### config.mk
export PLATFORM = sky130hd
export DESIGN_NAME = ndfdg_rem
export DESIGN_NICKNAME = d
export VERILOG_FILES = /design/src/rtl/core/ndfdg_pkg.sv /design/src/rtl/core/ndfdg_rem.sv
export SDC_FILE = /design/constraint.sdc
export NUM_CORES = 1
export LEC_CHECK = 0
export ABC_AREA = 1
export ABC_CLOCK_PERIOD_IN_PS = 2600
export BUFFER_PORTS_ARGS = -buffer_cell sky130_fd_sc_hd__buf_2
export CORE_MARGIN = 5
export CORE_UTILIZATION = 50
export DETAILED_ROUTE_END_ITERATION = 8
export PLACE_DENSITY = 0.75
export SYNTH_ARGS = -nofsm -noshare
export SYNTH_HDL_FRONTEND = slang
export SYNTH_SLANG_ARGS = --single-unit
### constraint.sdc
create_clock -name clk -period 2.6 [get_ports clk]
set_input_delay 0.39 -clock clk [delete_from_list [all_inputs] [get_ports clk]]
set_output_delay 0.39 -clock clk [all_outputs]
set_load 0.005 [all_outputs]
### src/rtl/core/ndfdg_pkg.sv
// Shared types and constants for the N-dimensional gradient block.
// Used by ndfdg_rem and nd_finite_difference_gradient; depends on nothing.
package ndfdg_pkg;

	localparam int MAX_ELEMS   = 4096;
	localparam int MAX_AXES    = 4;
	localparam int SAMPLE_BITS = 16;

	localparam int IDX_BITS    = $clog2(MAX_ELEMS);
	localparam int CNT_BITS    = IDX_BITS + 1;
	localparam int AXIS_BITS   = 2;
	localparam int AXCNT_BITS  = 3;
	localparam int GRAD_BITS   = SAMPLE_BITS + 2;
	localparam int CFG_IDX_BITS = 3;
	localparam int CFG_DATA_BITS = CNT_BITS;

	typedef enum logic [0:0] {
		ACT_WRITE = 1'b0,
		ACT_READ  = 1'b1
	} act_t;

	typedef enum logic [CFG_IDX_BITS-1:0] {
		REG_TOTAL_COUNT  = 3'd0,
		REG_AXIS_COUNT   = 3'd1,
		REG_STRIDE_ONE   = 3'd2,
		REG_STRIDE_TWO   = 3'd3,
		REG_STRIDE_THREE = 3'd4,
		REG_STRIDE_FOUR  = 3'd5
	} reg_idx_t;

	typedef enum logic [1:0] {
		KIND_FIRST,
		KIND_LAST,
		KIND_MID
	} kind_t;

	typedef enum logic [2:0] {
		ST_IDLE,
		ST_MOD_OUTER,
		ST_MOD_INNER,
		ST_CLASSIFY,
		ST_READ_HI,
		ST_READ_LO,
		ST_FINISH
	} st_t;

	typedef struct packed {
		logic                start;
		logic [IDX_BITS-1:0] dividend;
		logic [CNT_BITS-1:0] divisor;
	} rem_req_t;

	typedef struct packed {
		logic                done;
		logic [IDX_BITS-1:0] remainder;
	} rem_rsp_t;

endpackage

### src/rtl/core/ndfdg_rem.sv
// Iterative restoring remainder unit, one dividend bit per cycle.
// Depends on ndfdg_pkg for widths and the request/response structs.
module ndfdg_rem (
	input  logic                clk,
	input  logic                arst_n,
	input  ndfdg_pkg::rem_req_t req,
	output ndfdg_pkg::rem_rsp_t rsp
);
	import ndfdg_pkg::*;

	localparam int STEP_BITS = $clog2(IDX_BITS + 1);

	logic                 busy_q;
	logic                 done_q;
	logic [STEP_BITS-1:0] cnt_q;
	logic [IDX_BITS-1:0]  quo_q;
	logic [CNT_BITS-1:0]  div_q;
	logic [CNT_BITS-1:0]  part_q;
	logic [CNT_BITS:0]    trial;
	logic                 fits;
	logic [CNT_BITS-1:0]  part_nxt;

	always_comb begin
		trial    = {part_q, quo_q[IDX_BITS-1]};
		fits     = trial >= {1'b0, div_q};
		part_nxt = fits ? CNT_BITS'(trial - {1'b0, div_q}) : trial[CNT_BITS-1:0];
	end

	always_ff @(posedge clk or negedge arst_n) begin
		if (!arst_n) begin
			busy_q <= 1'b0;
			done_q <= 1'b0;
			cnt_q  <= '0;
		end else begin
			done_q <= 1'b0;
			if (req.start) begin
				busy_q <= 1'b1;
				cnt_q  <= STEP_BITS'(IDX_BITS);
			end else if (busy_q) begin
				cnt_q <= cnt_q - 1'b1;
				if (cnt_q == STEP_BITS'(1)) begin
					busy_q <= 1'b0;
					done_q <= 1'b1;
				end
			end
		end
	end

	always_ff @(posedge clk) begin
		if (req.start) begin
			quo_q  <= req.dividend;
			div_q  <= req.divisor;
			part_q <= '0;
		end else if (busy_q) begin
			quo_q  <= {quo_q[IDX_BITS-2:0], 1'b0};
			part_q <= part_nxt;
		end
	end

	// The partial remainder never exceeds the dividend, so its low bits hold it.
	assign rsp.done      = done_q;
	assign rsp.remainder = part_q[IDX_BITS-1:0];

endmodule

==> report_table.html <==
<table>
<tr><th>Metric</th><th>Value</th></tr>
<tr><th colspan="2">Run status</th></tr>
<tr><td>Result of the run</td><td>completed</td></tr>
<tr><th colspan="2">Clock tree</th></tr>
<tr><td>Setup Buffers After CTS</td><td>0</td></tr>
<tr><td>Insertion delay of the later-clocked pin in the worst-skew pair</td><td>300 ps</td></tr>
<tr><td>Maximum level of the CTS H-tree</td><td>2</td></tr>
<tr><td>TritonCTS Buffers</td><td>5</td></tr>
<tr><td>Clock-pin slew on the worst setup and hold paths</td><td>80 ps</td></tr>
<tr><td>Root Buffer Master</td><td>sky130_fd_sc_hd__clkbuf_8</td></tr>
<tr><td># clock sinks</td><td>44</td></tr>
<tr><td>Maximum number of buffers from clock root to sink</td><td>2</td></tr>
<tr><td>Clock tree from TritonCTS</td><td>yes</td></tr>
<tr><th colspan="2">Timing</th></tr>
<tr><td>Final hold vios</td><td>0</td></tr>
<tr><td>Total Neg Setup Slack</td><td>0 ps</td></tr>
<tr><td>Maximum operating frequency</td><td>490 MHz</td></tr>
<tr><td>Worst Clk Skew</td><td>3.50 ps</td></tr>
<tr><td>Final setup violation count</td><td>0</td></tr>
<tr><td>Worst slew slack as a fraction of its limit</td><td>0.667</td></tr>
<tr><td>Slew at the pin closest to its max-slew limit</td><td>499 ps</td></tr>
<tr><td>Setup repair after global routing missed its margin</td><td>false</td></tr>
<tr><td>Final period util</td><td>0.785</td></tr>
<tr><td>Hold slack final</td><td>261 ps</td></tr>
<tr><td>Final critical delay including setup and external delays</td><td>2040 ps</td></tr>
<tr><td>Max Slew Vio Count</td><td>0</td></tr>
<tr><th colspan="2">Die</th></tr>
<tr><td>Horiz. Die Dim</td><td>85.5 µm</td></tr>
<tr><td>Core Region</td><td>5510 µm²</td></tr>
<tr><td>Std cell rows</td><td>27</td></tr>
<tr><td>Die Area</td><td>7310 µm²</td></tr>
<tr><td>Count of pins on the block boundary</td><td>41</td></tr>
<tr><td>Initial Utilization</td><td>0.517</td></tr>
<tr><td>Die outline height</td><td>85.5 µm</td></tr>
<tr><th colspan="2">Detailed routing</th></tr>
<tr><td>Pre-antenna DRT Iters</td><td>4</td></tr>
<tr><td>Total routed wirelength</td><td>5910 µm</td></tr>
<tr><td>Detailed router's first-iteration violation count</td><td>116</td></tr>
<tr><td>WL/cell</td><td>12.4 µm</td></tr>
<tr><td>Vias</td><td>2,299</td></tr>
<tr><td>Detailed-route vias per instance</td><td>4.83</td></tr>
<tr><td>Number of antenna-violating nets in the routed design</td><td>0</td></tr>
<tr><td>Remaining routing DRC violations</td><td>0</td></tr>
<tr><th colspan="2">Hold path</th></tr>
<tr><td>Hold path endpoint</td><td>div_q[6]$_DFFE_PP_</td></tr>
<tr><td>Number of cells on the worst hold path</td><td>1</td></tr>
<tr><td>Tightest Hold Check Type</td><td>input pin to flip-flop</td></tr>
<tr><td>Hold Crit Start</td><td>req[6]</td></tr>
<tr><th colspan="2">Finish</th></tr>
<tr><td>Total area of sequential cells</td><td>1160 µm²</td></tr>
<tr><td>Diodes inserted</td><td>0</td></tr>
<tr><td>Footprint of the multi-input gates</td><td>1270 µm²</td></tr>
<tr><td>Signed area change from the synthesized netlist to the final layout</td><td>9.89%</td></tr>
<tr><td>Most used cells in the layout excluding fill and tap cells</td><td>sky130_fd_sc_hd__nand2_1 (132), sky130_fd_sc_hd__inv_1 (64), sky130_fd_sc_hd__buf_2 (40)</td></tr>
<tr><td>Net count of the finished layout</td><td>447</td></tr>
<tr><td>Cell area after layout</td><td>3130 µm²</td></tr>
<tr><td>Proportion of layout cells with a drive suffix above 1</td><td>0.183</td></tr>
<tr><td>Most common library cell in the layout ignoring fill and taps</td><td>sky130_fd_sc_hd__nand2_1</td></tr>
<tr><td>Layout fillers</td><td>541</td></tr>
<tr><th colspan="2">Critical path</th></tr>
<tr><td>Critical Path Sink Type</td><td>flip-flop</td></tr>
<tr><td>Library cell appearing most often on the critical path</td><td>sky130_fd_sc_hd__nand2_1</td></tr>
<tr><td>Kind of cell with the highest combined delay on the critical path</td><td>simple AND/OR/NAND/NOR gates</td></tr>
<tr><td>Cell Chain, Critical Path</td><td>ha_1, nand2_1, inv_2, nand2_1, nand2_2, a21oi_4, nand3_4, nand3_1, nand3_1, nand2_1</td></tr>
<tr><td>Arrival time of data at the critical path endpoint</td><td>2280 ps</td></tr>
<tr><td>Buffers and inverters on the worst path</td><td>1</td></tr>
<tr><td>Reg2reg setup slack</td><td>560 ps</td></tr>
<tr><td>Biggest fanout along the worst timing path</td><td>14</td></tr>
<tr><td>Startpoint of the lowest-slack register-to-register path</td><td>part_q[8]$_SDFFE_PP0P_</td></tr>
<tr><td>Setup crit start kind</td><td>flip-flop</td></tr>
<tr><td>Critical-path cell with the highest stage delay</td><td>sky130_fd_sc_hd__ha_1</td></tr>
<tr><td>Critical R2R Capture</td><td>part_q[7]$_SDFFE_PP0P_</td></tr>
<tr><td>Cells on worst reg2reg path</td><td>10</td></tr>
<tr><td>Critical path data required time</td><td>2840 ps</td></tr>
<tr><td>Critical Setup Path Class</td><td>flip-flop to flip-flop</td></tr>
<tr><td>Critical path's largest stage delay</td><td>370 ps</td></tr>
<tr><th colspan="2">Power and ir drop</th></tr>
<tr><td>Leakage</td><td>1.71 nW</td></tr>
<tr><td>Peak supply drop</td><td>0.355 mV</td></tr>
<tr><td>Combinational fraction of design power</td><td>0.497</td></tr>
<tr><td>Total power density per cell area</td><td>951 nW/µm²</td></tr>
<tr><td>Net load switching power</td><td>0.00126 W</td></tr>
<tr><td>Clk pwr share</td><td>0.172</td></tr>
<tr><td>Total internal power</td><td>0.00172 W</td></tr>
<tr><td>Sequential power share</td><td>0.330</td></tr>
<tr><td>Share of total power consumed by net switching</td><td>0.422</td></tr>
<tr><th colspan="2">Global route</th></tr>
<tr><td>Vias in the first global route</td><td>2,314</td></tr>
<tr><td>Remaining global-route overflow</td><td>0</td></tr>
<tr><td>Antenna violations before repair</td><td>0</td></tr>
<tr><td>Largest net degree at the start of global routing</td><td>30</td></tr>
<tr><td>Aggregate global-route resource usage</td><td>0.176</td></tr>
<tr><td>First-pass GRT wire length</td><td>10,300 µm</td></tr>
<tr><th colspan="2">Logic synthesis</th></tr>
<tr><td>Sequential area share after synthesis</td><td>0.408</td></tr>
<tr><td>Number of distinct library cells after synthesis</td><td>31</td></tr>
<tr><td>Cell area after synthesis</td><td>2850 µm²</td></tr>
<tr><td>Register bit count reported by yosys</td><td>44</td></tr>
<tr><td>Count of yosys warnings during synthesis</td><td>0</td></tr>
<tr><td>Syn Area/Cell</td><td>7.61 µm²</td></tr>
<tr><td>Cell count after synthesis</td><td>374</td></tr>
<tr><td>Mapped Nets</td><td>418</td></tr>
<tr><th colspan="2">Job</th></tr>
<tr><td>Number of max-cap violations</td><td>0</td></tr>
<tr><th colspan="2">Placement</th></tr>
<tr><td>Number of buffers added on ports</td><td>40</td></tr>
<tr><td>Dpl cell area</td><td>3010 µm²</td></tr>
<tr><td>Detailed Place HPWL</td><td>4490 µm</td></tr>
<tr><td>Global placer's final weighted congestion</td><td>0.897</td></tr>
</table>
flip-flops by register name (all words and copies together) (netlist names):
signal,count
cnt_q,4
done_q,1
part_q,13
div_q,13
busy_q,1
quo_q,12
metrics by stage:
| stage | setup slack (ps) | std cells | utilization | power, W |
|---|---|---|---|---|
| 6_report | 559 | 476 | 0.568 | 0.00298 |
| 5_1_grt | 352 | 476 | 0.568 | 0.00327 |
| 4_1_cts | 545 | 476 | 0.568 | 0.00300 |
| 3_5_place_dp | 568 | 467 | 0.547 | 0.00248 |
| 3_3_place_gp | 612 | 467 | 0.547 | 0.00246 |
| 2_1_floorplan | 872 | 374 | - | 0.00225 |
cells in the mapped netlist:
cell type	count	area share
sky130_fd_sc_hd__a21o_1	1	0.0026
sky130_fd_sc_hd__a21oi_1	4	0.0070
sky130_fd_sc_hd__a21oi_4	1	0.0057
sky130_fd_sc_hd__and2_4	1	0.0031
sky130_fd_sc_hd__buf_2	4	0.0070
sky130_fd_sc_hd__buf_4	13	0.034
sky130_fd_sc_hd__buf_8	1	0.0053
sky130_fd_sc_hd__clkbuf_1	4	0.0053
sky130_fd_sc_hd__dfrtp_1	6	0.053
sky130_fd_sc_hd__dfxtp_1	13	0.091
sky130_fd_sc_hd__edfxtp_1	25	0.26
sky130_fd_sc_hd__fa_1	1	0.0070
sky130_fd_sc_hd__ha_1	15	0.066
sky130_fd_sc_hd__inv_1	64	0.084
sky130_fd_sc_hd__inv_2	8	0.011
sky130_fd_sc_hd__nand2_1	132	0.17
sky130_fd_sc_hd__nand2_2	3	0.0066
sky130_fd_sc_hd__nand2_4	1	0.0040
sky130_fd_sc_hd__nand3_1	27	0.047
sky130_fd_sc_hd__nand3_2	5	0.018
sky130_fd_sc_hd__nand3_4	2	0.012
sky130_fd_sc_hd__nand4_1	17	0.037
sky130_fd_sc_hd__nor2_1	9	0.012
sky130_fd_sc_hd__nor2_2	2	0.0044
sky130_fd_sc_hd__nor2_4	2	0.0079
sky130_fd_sc_hd__nor4_1	2	0.0044
sky130_fd_sc_hd__o21ai_0	4	0.0070
sky130_fd_sc_hd__o21ai_1	1	0.0018
sky130_fd_sc_hd__o22ai_1	1	0.0022
sky130_fd_sc_hd__xnor2_1	3	0.0092
sky130_fd_sc_hd__xor2_1	2	0.0062
power by group through the flow:
stage	combinational (W)	clock (W)	sequential (W)
final	0.00148	0.000513	0.000983
after global placement	0.00146	0	0.000996
after detailed placement	0.00148	0	0.00100
after CTS	0.00149	0.000521	0.000987
after floorplan	0.00128	0	0.000970
after global routing	0.00170	0.000563	0.00100
how the worst max path moves through the flow:
stage,from,to,cells after the start,slack (ps)
after floorplan,quo_q[11]$_DFFE_PP_,part_q[9]$_SDFFE_PP0P_,12,870
after global placement,part_q[8]$_SDFFE_PP0P_,part_q[2]$_SDFFE_PP0P_,9,610
after detailed placement,part_q[7]$_SDFFE_PP0P_,part_q[2]$_SDFFE_PP0P_,9,570
after CTS,part_q[8]$_SDFFE_PP0P_,part_q[2]$_SDFFE_PP0P_,10,550
after global routing,div_q[8]$_DFFE_PP_,part_q[2]$_SDFFE_PP0P_,11,350
final,part_q[8]$_SDFFE_PP0P_,part_q[7]$_SDFFE_PP0P_,10,560
repair_timing:
item | in CTS | in global routing
gates resized for setup | 0 | 0
hold buffers | 1 | 0
hold endpoints to repair | 6 | 0
layout make-up:
| class | count | share of cell area |
|---|---|---|
| repair buffers | 44 | 0.0744 |
| clock inverters | 1 | 0.00960 |
| flip-flops and latches | 44 | 0.371 |
| inverters | 72 | 0.0864 |
| multi-input cells | 236 | 0.405 |
| clock buffers | 7 | 0.0244 |
| well taps | 72 | 0.0288 |
cell families after synthesis:
family                   share of synthesized area
AND/OR/NAND/NOR                              0.331
XOR/XNOR                                    0.0154
adder cells (fa/ha/maj)                     0.0729
AO/OA/AOI/OAI                               0.0264
buffers and inverters                        0.147
flip-flops                                   0.408
routing by layer:
metal / global-route usage / vias to the layer above / part of all wire
met5: 0 / - / 0
met4: 0.0633 / 0 / 0.011
met3: 0.0350 / 5 / 0.052
met2: 0.299 / 48 / 0.48
met1: 0.220 / 1027 / 0.46
li1: - / 1219 / -
Note: power is estimated with default switching activity, not from simulation.
